File: config.mk
export PLATFORM = sky130hd
export DESIGN_NAME = panel_hold_toggle_timeout_controller
export DESIGN_NICKNAME = d
export VERILOG_FILES = /design/src/rtl/pht_pkg.sv /design/src/rtl/pht_hold_qual.sv /design/src/rtl/panel_hold_toggle_timeout_controller.sv
export SDC_FILE = /design/constraint.sdc
export NUM_CORES = 1
export LEC_CHECK = 0
export BUFFER_PORTS_ARGS = -buffer_cell sky130_fd_sc_hd__buf_2
export CAP_MARGIN = 20
export CORE_ASPECT_RATIO = 0.7
export CORE_MARGIN = 2
export CORE_UTILIZATION = 40
export CTS_CLUSTER_DIAMETER = 80
export CTS_CLUSTER_SIZE = 25
export DETAILED_ROUTE_END_ITERATION = 16
export MAX_ROUTING_LAYER = met4
export PLACE_DENSITY = 0.63
export SYNTH_ARGS = -nofsm -noshare
export SYNTH_HDL_FRONTEND = slang
export SYNTH_HIERARCHICAL = 1
export SYNTH_SLANG_ARGS = --single-unit
File: constraint.sdc
create_clock -name clk -period 9.7 [get_ports clk]
set_input_delay 0.97 -clock clk [delete_from_list [all_inputs] [get_ports clk]]
set_output_delay 0.97 -clock clk [all_outputs]
set_load 0.05 [all_outputs]
File: src/rtl/pht_pkg.sv
// Types and constants of the panel hold-toggle timeout controller.
// No dependencies; imported by every module of the block.
package pht_pkg;

  localparam int HOLD_W = 4;
  localparam int AUTO_W = 10;
  localparam int CMD_W = 8;
  localparam int BTN_N = 5;
  localparam int TURNOUT_N = 5;
  localparam int SIGNAL_N = 4;
  localparam int CFG_IDX_W = 2;

  localparam logic [CFG_IDX_W-1:0] REG_HOLD_TICKS = 2'd0;
  localparam logic [CFG_IDX_W-1:0] REG_AUTO_OFF   = 2'd1;

  localparam logic [HOLD_W-1:0] HOLD_TICKS_RESET = 4'd3;
  localparam logic [AUTO_W-1:0] AUTO_OFF_RESET   = 10'd120;

  localparam logic [CMD_W-1:0] CMD_SET_T0      = 8'd1;
  localparam logic [CMD_W-1:0] CMD_SET_T1      = 8'd2;
  localparam logic [CMD_W-1:0] CMD_SET_T2      = 8'd3;
  localparam logic [CMD_W-1:0] CMD_CLR_T3_SET4 = 8'd4;
  localparam logic [CMD_W-1:0] CMD_CLR_T0      = 8'd5;
  localparam logic [CMD_W-1:0] CMD_CLR_T1      = 8'd6;
  localparam logic [CMD_W-1:0] CMD_CLR_T2      = 8'd7;
  localparam logic [CMD_W-1:0] CMD_SET_T3_CLR4 = 8'd8;

  typedef struct packed {
    logic             tick;
    logic [CMD_W-1:0] command;
    logic [BTN_N-1:0] pressed;
  } poll_t;

  typedef struct packed {
    logic [TURNOUT_N-1:0] turnouts;
    logic [SIGNAL_N-1:0]  signal_relays;
    logic                 shunt_relay;
    logic                 shunt_led;
  } result_t;

endpackage

File: src/rtl/pht_hold_qual.sv
// Qualifier for one panel button: fires at most once per press after the hold time.
// Depends on pht_pkg.
module pht_hold_qual
  import pht_pkg::*;
#(
  parameter int TICKS_PER_SECOND = 10
) (
  input  logic                                       clk,
  input  logic                                       rst,
  input  logic                                       step,
  input  logic                                       held,
  input  logic [$clog2(TICKS_PER_SECOND + 16)-1:0]   tenth,
  input  logic [HOLD_W-1:0]                          hold_ticks,
  output logic                                       fire
);

  localparam int TW = $clog2(TICKS_PER_SECOND + 16);
  localparam logic [TW-1:0] TPS_V = TW'(TICKS_PER_SECOND);

  logic          armed;
  logic          pending;
  logic [TW-1:0] target;
  logic          armed_next;
  logic          pending_next;
  logic [TW-1:0] target_next;
  logic [TW-1:0] sum;
  logic [TW-1:0] new_target;
  logic [TW-1:0] tgt;
  logic          pend;

  always_comb begin
    sum = tenth + TW'(hold_ticks);
    new_target = (sum >= TPS_V) ? sum - TPS_V : sum;
    tgt = armed ? target : new_target;
    pend = armed ? pending : 1'b1;
    fire = held && pend && (tenth == tgt);
    if (held) begin
      armed_next = 1'b1;
      pending_next = pend && !fire;
      target_next = tgt;
    end else begin
      armed_next = 1'b0;
      pending_next = 1'b0;
      target_next = target;
    end
  end

  always_ff @(posedge clk) begin
    if (rst) begin
      armed <= 1'b0;
      pending <= 1'b0;
    end else if (step) begin
      armed <= armed_next;
      pending <= pending_next;
    end
  end

  always_ff @(posedge clk) begin
    if (step) begin
      target <= target_next;
    end
  end

endmodule

File: src/rtl/panel_hold_toggle_timeout_controller.sv
// Top level of the panel hold-toggle timeout controller: counters, turnouts, relays.
// Depends on pht_pkg and pht_hold_qual.
//
//   channel  | signals                          | direction
//   poll     | poll_valid, poll_stall, poll     | request in
//   result   | result_valid, result_stall, result | request out
//   cfg      | cfg_valid, cfg_ready, cfg_index, cfg_data | register write in
//
// One poll per clock sustained while results are not stalled.
// The poll register and the result register together buffer two requests.
// poll_stall rises only while both registers are full and result_stall is high.
// rst clears counters, qualifiers, timer and outputs, and restores the register defaults.
// cfg_ready is always high; writes take effect at the next edge.
module panel_hold_toggle_timeout_controller
  import pht_pkg::*;
#(
  parameter int TICKS_PER_SECOND = 10,
  parameter int SECONDS_WRAP = 600
) (
  input  logic                 clk,
  input  logic                 rst,
  input  logic                 poll_valid,
  output logic                 poll_stall,
  input  poll_t                poll,
  output logic                 result_valid,
  input  logic                 result_stall,
  output result_t              result,
  input  logic                 cfg_valid,
  output logic                 cfg_ready,
  input  logic [CFG_IDX_W-1:0] cfg_index,
  input  logic [AUTO_W-1:0]    cfg_data
);

  localparam int TW = $clog2(TICKS_PER_SECOND + 16);
  localparam int SW = $clog2(SECONDS_WRAP + 1024);
  localparam logic [TW-1:0] TPS_V = TW'(TICKS_PER_SECOND);
  localparam logic [SW-1:0] WRAP_V = SW'(SECONDS_WRAP);

  logic [HOLD_W-1:0] hold_ticks;
  logic [AUTO_W-1:0] auto_off_seconds;

  poll_t   poll_q;
  logic    poll_q_valid;
  logic    advance;

  logic [TW-1:0] tenth_count;
  logic [TW-1:0] tenth_next;
  logic [TW-1:0] tenth_inc;
  logic [SW-1:0] second_count;
  logic [SW-1:0] second_next;
  logic [SW-1:0] second_inc;
  logic [SW-1:0] release_target;
  logic [SW-1:0] release_target_next;
  logic          release_armed;
  logic          release_armed_next;
  logic [SW-1:0] release_sum;
  logic [SW-1:0] release_tgt;
  logic [BTN_N-1:0] fire;

  result_t outs;
  result_t outs_next;

  assign cfg_ready = 1'b1;
  assign advance = poll_q_valid && (!result_valid || !result_stall);
  assign poll_stall = poll_q_valid && !advance;

  always_ff @(posedge clk) begin
    if (rst) begin
      hold_ticks <= HOLD_TICKS_RESET;
      auto_off_seconds <= AUTO_OFF_RESET;
    end else if (cfg_valid && cfg_ready) begin
      case (cfg_index)
        REG_HOLD_TICKS: hold_ticks <= cfg_data[HOLD_W-1:0];
        REG_AUTO_OFF:   auto_off_seconds <= cfg_data;
        default: ;
      endcase
    end
  end

  always_ff @(posedge clk) begin
    if (rst) begin
      poll_q_valid <= 1'b0;
    end else if (!poll_stall) begin
      poll_q_valid <= poll_valid;
    end
  end

  always_ff @(posedge clk) begin
    if (!poll_stall) begin
      poll_q <= poll;
    end
  end

  always_comb begin
    tenth_inc = tenth_count + TW'(poll_q.tick);
    second_inc = second_count + SW'(1);
    if (tenth_inc >= TPS_V) begin
      tenth_next = '0;
      second_next = (second_inc >= WRAP_V) ? '0 : second_inc;
    end else begin
      tenth_next = tenth_inc;
      second_next = second_count;
    end
  end

  for (genvar b = 0; b < BTN_N; b++) begin : g_qual
    pht_hold_qual #(
      .TICKS_PER_SECOND(TICKS_PER_SECOND)
    ) u_qual (
      .clk       (clk),
      .rst       (rst),
      .step      (advance),
      .held      (poll_q.pressed[b]),
      .tenth     (tenth_next),
      .hold_ticks(hold_ticks),
      .fire      (fire[b])
    );
  end

  always_comb begin
    outs_next = outs;
    case (poll_q.command)
      CMD_SET_T0:      outs_next.turnouts[0] = 1'b1;
      CMD_SET_T1:      outs_next.turnouts[1] = 1'b1;
      CMD_SET_T2:      outs_next.turnouts[2] = 1'b1;
      CMD_CLR_T3_SET4: begin
        outs_next.turnouts[3] = 1'b0;
        outs_next.turnouts[4] = 1'b1;
      end
      CMD_CLR_T0:      outs_next.turnouts[0] = 1'b0;
      CMD_CLR_T1:      outs_next.turnouts[1] = 1'b0;
      CMD_CLR_T2:      outs_next.turnouts[2] = 1'b0;
      CMD_SET_T3_CLR4: begin
        outs_next.turnouts[3] = 1'b1;
        outs_next.turnouts[4] = 1'b0;
      end
      default: ;
    endcase

    if (fire[0]) begin
      outs_next.shunt_relay = !outs_next.shunt_relay;
      outs_next.shunt_led = !outs_next.shunt_led;
      outs_next.signal_relays = '0;
    end
    for (int s = 0; s < SIGNAL_N; s++) begin
      if (fire[s+1]) begin
        outs_next.signal_relays[s] = !outs_next.signal_relays[s];
        outs_next.shunt_relay = 1'b0;
        outs_next.shunt_led = 1'b0;
      end
    end

    release_sum = second_next + SW'(auto_off_seconds);
    release_tgt = release_armed ? release_target
                : ((release_sum >= WRAP_V) ? release_sum - WRAP_V : release_sum);
    if (outs_next.shunt_relay) begin
      release_armed_next = 1'b1;
      release_target_next = release_tgt;
      if (second_next == release_tgt) begin
        outs_next.shunt_relay = 1'b0;
      end
    end else begin
      release_armed_next = 1'b0;
      release_target_next = release_target;
    end
  end

  always_ff @(posedge clk) begin
    if (rst) begin
      tenth_count <= '0;
      second_count <= '0;
      release_armed <= 1'b0;
      release_target <= '0;
      outs <= '0;
    end else if (advance) begin
      tenth_count <= tenth_next;
      second_count <= second_next;
      release_armed <= release_armed_next;
      release_target <= release_target_next;
      outs <= outs_next;
    end
  end

  always_ff @(posedge clk) begin
    if (rst) begin
      result_valid <= 1'b0;
    end else if (advance) begin
      result_valid <= 1'b1;
    end else if (!result_stall) begin
      result_valid <= 1'b0;
    end
  end

  always_ff @(posedge clk) begin
    if (advance) begin
      result <= outs_next;
    end
  end

endmodule

# Yosys cells after proc, flatten, opt, wreduce, memory -nomap -nowiden
# Cells that the tools add are included.
[word_totals] wordCells=144 in_bits=31 output_inout_bits=14 ff_bits=115
[classes] mux=43 reduce_logical=41 n_addsub=6 order_cmp=4 eq_ne=16
[op_table] cell="$mux 11" count=4
[op_table] cell="$mux 5" count=7
[op_table] cell="$eq 8x3->1 const B" count=4
[op_table] cell="$eq 5x5->1" count=5
[op_table] cell="$mux 1" count=23
[op_table] cell="$ge 11x10->1 const B" count=2
[op_table] cell="$logic_and 1x1->1" count=17
[op_table] cell="$eq 8x2->1 const B" count=2
[op_table] cell="$reduce_and 2->1" count=8
[op_table] cell="$logic_not 1->1" count=14
[op_table] cell="$add 11x1->11 const B" count=1
[op_table] cell="$add 11x10->11" count=1
[op_table] cell="$eq 11x11->1" count=1
[op_table] cell="$sub 11x10->11 const B" count=1
[op_table] cell="$ge 5x4->1 const B" count=2
[op_table] cell="$eq 8x1->1 const B" count=1
[op_table] cell="$eq 8x4->1 const B" count=1
[op_table] cell="$mux 2" count=3
[op_table] cell="$mux 6" count=1
[op_table] cell="$pmux 1 s2" count=3
[op_table] cell="$add 5x1->5" count=1
[op_table] cell="$add 5x4->5" count=1
[op_table] cell="$sub 5x4->5 const B" count=1
[op_table] cell="$pmux 2 s2" count=1
[op_table] cell="5 further kinds" count=5

# Logic depth before layout (Yosys ltp)
[logic_depth] depth_word=16 mapped_depth=25 mapped_depth_nobuf=23

# Cells and area by module
# Netlist, hierarchy kept.
[modules_own_cells] mod="panel_hold_toggle_timeout_controller" cells_each=568 seq_area_each_um2=1851.8 n_inst=1 area_per_inst_um2=4770.8
[modules_own_cells] mod="pht_hold_qual (g_qual[0].u_qual ...)" cells_each=95 seq_area_each_um2=190.2 n_inst=4 area_per_inst_um2=769.5
[modules_own_cells] mod="pht_hold_qual (g_qual[4].u_qual)" cells_each=88 seq_area_each_um2=190.2 n_inst=1 area_per_inst_um2=754.5

# Worst setup path after synthesis
# Ideal clock, no wire load.
[synth_timing] kind="reg-to-reg" startpoint="reg poll_q[13] (netlist bit)" endpoint="reg release_target[1]" stages_incl_launch_ff=25 slack_ns=3.545 period_less_slack_ns=6.155 t_required_ns=9.614 t_arrival_ns=6.070 setup_ns=0.086 n_path_buf=2 cell_sequence="edfxtp_1 ha_1 ha_1 or4bb_1 o22ai_1 or2_2 clkbuf_1 and2_1 inv_1 fa_1 xnor2_1 inv_1 ha_1 clkbuf_1 or3_1 a211oi_1 a211oi_1 o2111ai_1 nor3_1 and4b_1 nor4_1 nand3_1 nor2_1 nor2_1 a211oi_1"
[synth_between] elab_cells_between_ends=34 cone_classes="5 x add/sub; 3 x order compare; 5 x eq/ne; 15 x mux; 6 x reduce/logical"
[synth_lines] element="start: declaration" line_no="panel_hold_toggle_timeout_controller.sv:42" text="poll_t poll_q;"
[synth_lines] element="start signal: assignment" line_no="panel_hold_toggle_timeout_controller.sv:90" text="poll_q <= poll;"
[synth_lines] element="$add 5x1->5 *" line_no="panel_hold_toggle_timeout_controller.sv:95" text="tenth_inc = tenth_count + TW'(poll_q.tick);"
[synth_lines] element="$ge 5x4->1" line_no="panel_hold_toggle_timeout_controller.sv:97" text="if (tenth_inc >= TPS_V) begin"
[synth_lines] element="$mux 5 *" line_no="panel_hold_toggle_timeout_controller.sv:97"
[synth_lines] element="named net tenth_next[1]" line_no="panel_hold_toggle_timeout_controller.sv:47" text="logic [TW-1:0] tenth_next;"
[synth_lines] element="$add 5x4->5" line_no="pht_hold_qual.sv:32" text="sum = tenth + TW'(hold_ticks);"
[synth_lines] element="$sub 5x4->5 / $ge 5x4->1 (equally long branches)" line_no="pht_hold_qual.sv:33" text="new_target = (sum >= TPS_V) ? sum - TPS_V : sum;"
[synth_lines] element="$mux 5" line_no="pht_hold_qual.sv:33"
[synth_lines] element="$mux 5" line_no="pht_hold_qual.sv:34" text="tgt = armed ? target : new_target;"
[synth_lines] element="$eq 5x5->1 *" line_no="pht_hold_qual.sv:36" text="fire = held && pend && (tenth == tgt);"
[synth_lines] element="$logic_and 1x1->1 *" line_no="pht_hold_qual.sv:36"
[synth_lines] element="named net fire[1]" line_no="panel_hold_toggle_timeout_controller.sv:58" text="logic [BTN_N-1:0] fire;"
[synth_lines] element="$mux 3 *" line_no="panel_hold_toggle_timeout_controller.sv:146" text="if (fire[s+1]) begin"
[synth_lines] element="$mux 2 * (3 in series)" line_no="panel_hold_toggle_timeout_controller.sv:146"
[synth_lines] element="$reduce_and 2->1 (no line) *"
[synth_lines] element="end signal: assignment" line_no="panel_hold_toggle_timeout_controller.sv:179" text="release_target <= release_target_next;"
[synth_lines] element="end: declaration" line_no="panel_hold_toggle_timeout_controller.sv:52" text="logic [SW-1:0] release_target;"
# Mark *: on every way through the listed nets, which the timed path passes. The rest lies on a longest branch.
# A chain may end at the register's enable or synchronous reset.

# Worst setup path in the final report
[layout_timing] startpoint="reg poll_q[13] (netlist bit)" endpoint="reg release_target[7]"
[layout_between] elab_cells_between_ends=34 cone_classes="5 x add/sub; 3 x order compare; 5 x eq/ne; 15 x mux; 6 x reduce/logical"
[layout_lines] element="$add 5x1->5 *" line_no="panel_hold_toggle_timeout_controller.sv:95"
[layout_lines] element="$ge 5x4->1" line_no="panel_hold_toggle_timeout_controller.sv:97"
[layout_lines] element="$mux 5 *" line_no="panel_hold_toggle_timeout_controller.sv:97"
[layout_lines] element="named net tenth_next[0]" line_no="panel_hold_toggle_timeout_controller.sv:47"
[layout_lines] element="$add 5x4->5 *" line_no="pht_hold_qual.sv:32"
[layout_lines] element="$sub 5x4->5 / $ge 5x4->1 (equally long branches)" line_no="pht_hold_qual.sv:33"
[layout_lines] element="$mux 5 *" line_no="pht_hold_qual.sv:33"
[layout_lines] element="$mux 5 *" line_no="pht_hold_qual.sv:34"
[layout_lines] element="named net g_qual[1].u_qual.tgt[1]" line_no="pht_hold_qual.sv:28" text="logic [TW-1:0] tgt;"
[layout_lines] element="$eq 5x5->1 *" line_no="pht_hold_qual.sv:36"
[layout_lines] element="$logic_and 1x1->1 *" line_no="pht_hold_qual.sv:36"
[layout_lines] element="named net fire[1]" line_no="panel_hold_toggle_timeout_controller.sv:58"
[layout_lines] element="$mux 3 *" line_no="panel_hold_toggle_timeout_controller.sv:146"
[layout_lines] element="$mux 2 * (3 in series)" line_no="panel_hold_toggle_timeout_controller.sv:146"
[layout_lines] element="$reduce_and 2->1 (no line) *"
# Marks and branches as above.

==> flow_metrics.py <==
metrics = {
    "pwr": {
        "powerDensity_nw_per_um2": 153,
        "peakVddDrop_v": 0.000133,
        "p_leak_nw": 3.64,
    },
    "timing": {
        "fin_setup_tns_ns": 0,
        "clock.fmax_ghz": 0.139,
        "relSlewSlack_pct": 32.6,
        "tightest_slew_ns": 1.01,
        "finalClockSkew_ns": 0.00709,
        "post-route-min-period_ns": 7.20,
        "period_share_pct": 74.2,
        "hold_viol": 0,
        "holdWs_ns": 0.459,
        "finalSetupViolations": 0,
        "maxSlewViolCount": 0,
        "rsz0062_at_grt": "no",
    },
    "clock_network": {
        "clk_pin_slew_worst_paths_ns": 0.06,
        "clock_path_buffers": 2,
        "clock_latency_ns": 0.42,
        "tritoncts": "yes",
        "cts_resized": 0,
        "clockRootBuffer": "clkbuf_16",
        "numCtsBuffers": 17,
        "postCtsHoldBufs": 0,
        "cts_setup_buffers": 0,
        "htreeDepth": 4,
        "numClockSinks": 115,
    },
    "yosys": {
        "syn_area_um2": 8600,
        "synthCells": 1036,
        "synth_sequential_area_ratio_pct": 32.6,
        "synth_cell_types": 81,
        "synth-edff-count": 50,
        "synth-main-ff-cell": "dfxtp_1",
        "synth_area_per_cell_um2": 8.30,
        "synth_async_sr_flop_share_pct": 0,
        "ys_seq_elements": 115,
        "ys_warn_count": 6,
    },
    "setup_path": {
        "cp_max_fo": 15,
        "crit_path_end_kind": "register",
        "critPathRequiredTime_ns": 10.02,
        "start_kind": "register",
        "arrival_ns": 7.52,
        "path_class": "register to register",
    },
    "finish": {
        "finalNetCount": 1144,
        "fin_area_um2": 9630,
        "n_fill_cell": 2048,
        "final_common_cell": "nand2_1",
        "final_cell_mix": "119 x nand2_1, 100 x nor2_1, 79 x a21oi_1",
        "area_delta_synth_final_pct": 11.9,
        "drive_gt1_share_pct": 10.6,
        "antenna-diode-count": 0,
        "finalNonFillerCells": 1357,
    },
    "placement": {
        "port_buffers": 43,
        "place.gp.congestion": 0.914,
        "post-dp-hpwl_um": 15800,
        "place_inst": 1325,
        "dpl_cell_area_um2": 9060,
    },
    "run_status": {
        "outcome": "completed",
    },
    "floorplanning": {
        "num_rows": 44,
        "core_region_area_um2": 20900,
        "die_h_um": 127,
        "ios": 45,
        "fp.dieArea_um2": 22700,
        "initial_core_util_pct": 41.1,
        "chipWidth_um": 179,
    },
    "detailed_routing": {
        "ant_nets": 0,
        "drc": 0,
        "drt_iter0_drc": 734,
        "drt-total-wl_um": 22400,
        "viasPerCell": 5.75,
        "routedWlPerCell_um": 16.5,
        "vias": 7808,
        "dr.pass1.iters": 5,
    },
    "min_path": {
        "hp-class": "register to register",
    },
    "global_routing": {
        "grt.total_usage_pct": 20.7,
        "grt_most_used_layer": "met1",
        "overflow": 0,
        "use_met3_pct": 4.44,
        "grt_max_degree": 67,
        "grt_pass1_wl_um": 36200,
        "antenna_found_initial": 0,
        "grt_pass1_vias": 6818,
        "gr-usage-met1_pct": 31.7,
        "grt.met2_usage_pct": 27.4,
    },
    "flow_run": {
        "max_cap_violations": 0,
    },
}
## cell usage after synthesis, types with 18 or more instances
cell | number | area (µm²)
xor2_1 | 18 | 158
edfxtp_1 | 50 | 1500
a21oi_1 | 79 | 395
nand3_1 | 33 | 165
ha_1 | 39 | 488
a211oi_1 | 20 | 150
nor2_1 | 101 | 379
clkbuf_1 | 26 | 97.6
nand2_1 | 119 | 447
inv_1 | 55 | 206
dfxtp_1 | 65 | 1300
xnor2_1 | 36 | 315
o21ai_0 | 39 | 195
nor3_1 | 35 | 175
## registers in the layout (all words and copies together), names as in the netlist
| name | flops |
|---|---|
| auto_off_seconds | 10 |
| g_qual.u_qual/armed | 5 |
| g_qual.u_qual/pending | 5 |
| g_qual.u_qual/target | 25 |
| hold_ticks | 4 |
| outs | 11 |
| poll_q | 14 |
| poll_q_valid | 1 |
| release_armed | 1 |
| release_target | 11 |
| result | 11 |
| result_valid | 1 |
| second_count | 11 |
| tenth_count | 5 |
## cells by family (layout without fill, tap and decap cells)
kind of cell | count (synthesis) | in the layout | synth area share [%]
adder cells (fa/ha/maj) | 45 | 45 | 7.07
XOR/XNOR | 60 | 60 | 6.63
AND/OR/NAND/NOR | 429 | 429 | 25.0
AO/OA/AOI/OAI | 267 | 267 | 21.8
multiplexers | 19 | 19 | 2.25
buffers and inverters | 99 | 136 | 4.51
other | 2 | 10 | 0.0873
flip-flops | 115 | 115 | 32.6
## final cells by class
cell class              count  area [µm²]  share of cell area [%]
inverters                  56         210                    2.18
clock buffers              17         425                    4.42
well taps                 276         345                    3.59
clock inverters            15         144                    1.49
repair buffers             48         253                    2.63
multi-input cells         830        5450                    56.6
flip-flops and latches    115        2800                    29.1
## path summary, 6_finish.rpt
kind	startpoint	end	slack, ns	cells after the start
hold reg to reg	outs[7]$_SDFFE_PP0P_	outs[7]$_SDFFE_PP0P_	0.46	2
setup reg to reg	poll_q[13]$_DFFE_PN_	release_target[7]$_SDFFE_PP0P_	2.50	22
setup / recovery	poll_q[13]$_DFFE_PN_	release_target[7]$_SDFFE_PP0P_	2.50	22
hold / removal	outs[7]$_SDFFE_PP0P_	outs[7]$_SDFFE_PP0P_	0.46	2
## through the flow
step                      worst slack [ns]  total power, mW  utilization [%]
after floorplan                       3.54            0.799                -
after global placement                3.03            0.859             43.3
after detailed placement              2.65            0.865             43.3
after CTS                             2.54             1.48             46.0
after global routing                  2.02             1.54             46.0
final                                 2.50             1.48             46.0
## per-layer routing
layer | share of wire [%] | wire (µm) | vias to the layer above
li1 | - | - | 3875
met1 | 52 | 11700 | 3656
met2 | 40 | 9050 | 259
met3 | 6.1 | 1370 | 18
met4 | 0.95 | 213 | 0
met5 | 0 | 0 | -
## critical path: stages, from the launching register on
cell and delay [ns]:
edfxtp_1 0.36, ha_1 0.24, ha_1 0.25, or4bb_1 0.49
o22ai_1 0.27, or2_2 0.32, and2_1 0.63, ha_1 0.29
inv_1 0.06, fa_1 0.39, xnor2_1 0.27, inv_1 0.10
ha_1 0.33, o31a_1 0.18, or3_1 0.35, o311a_1 0.37
xnor2_2 0.16, and4b_1 0.26, nor4_1 0.57, nand3_1 0.35
nor2_1 0.52, nor2_1 0.09, a211oi_1 0.24
## power by group
part,switching (mW),total [mW],internal (mW)
Clock,0.256,0.614,0.358
Combinational,0.189,0.314,0.125
Sequential,0.0164,0.547,0.531
No activity file was read; power rests on OpenSTA's default activity.
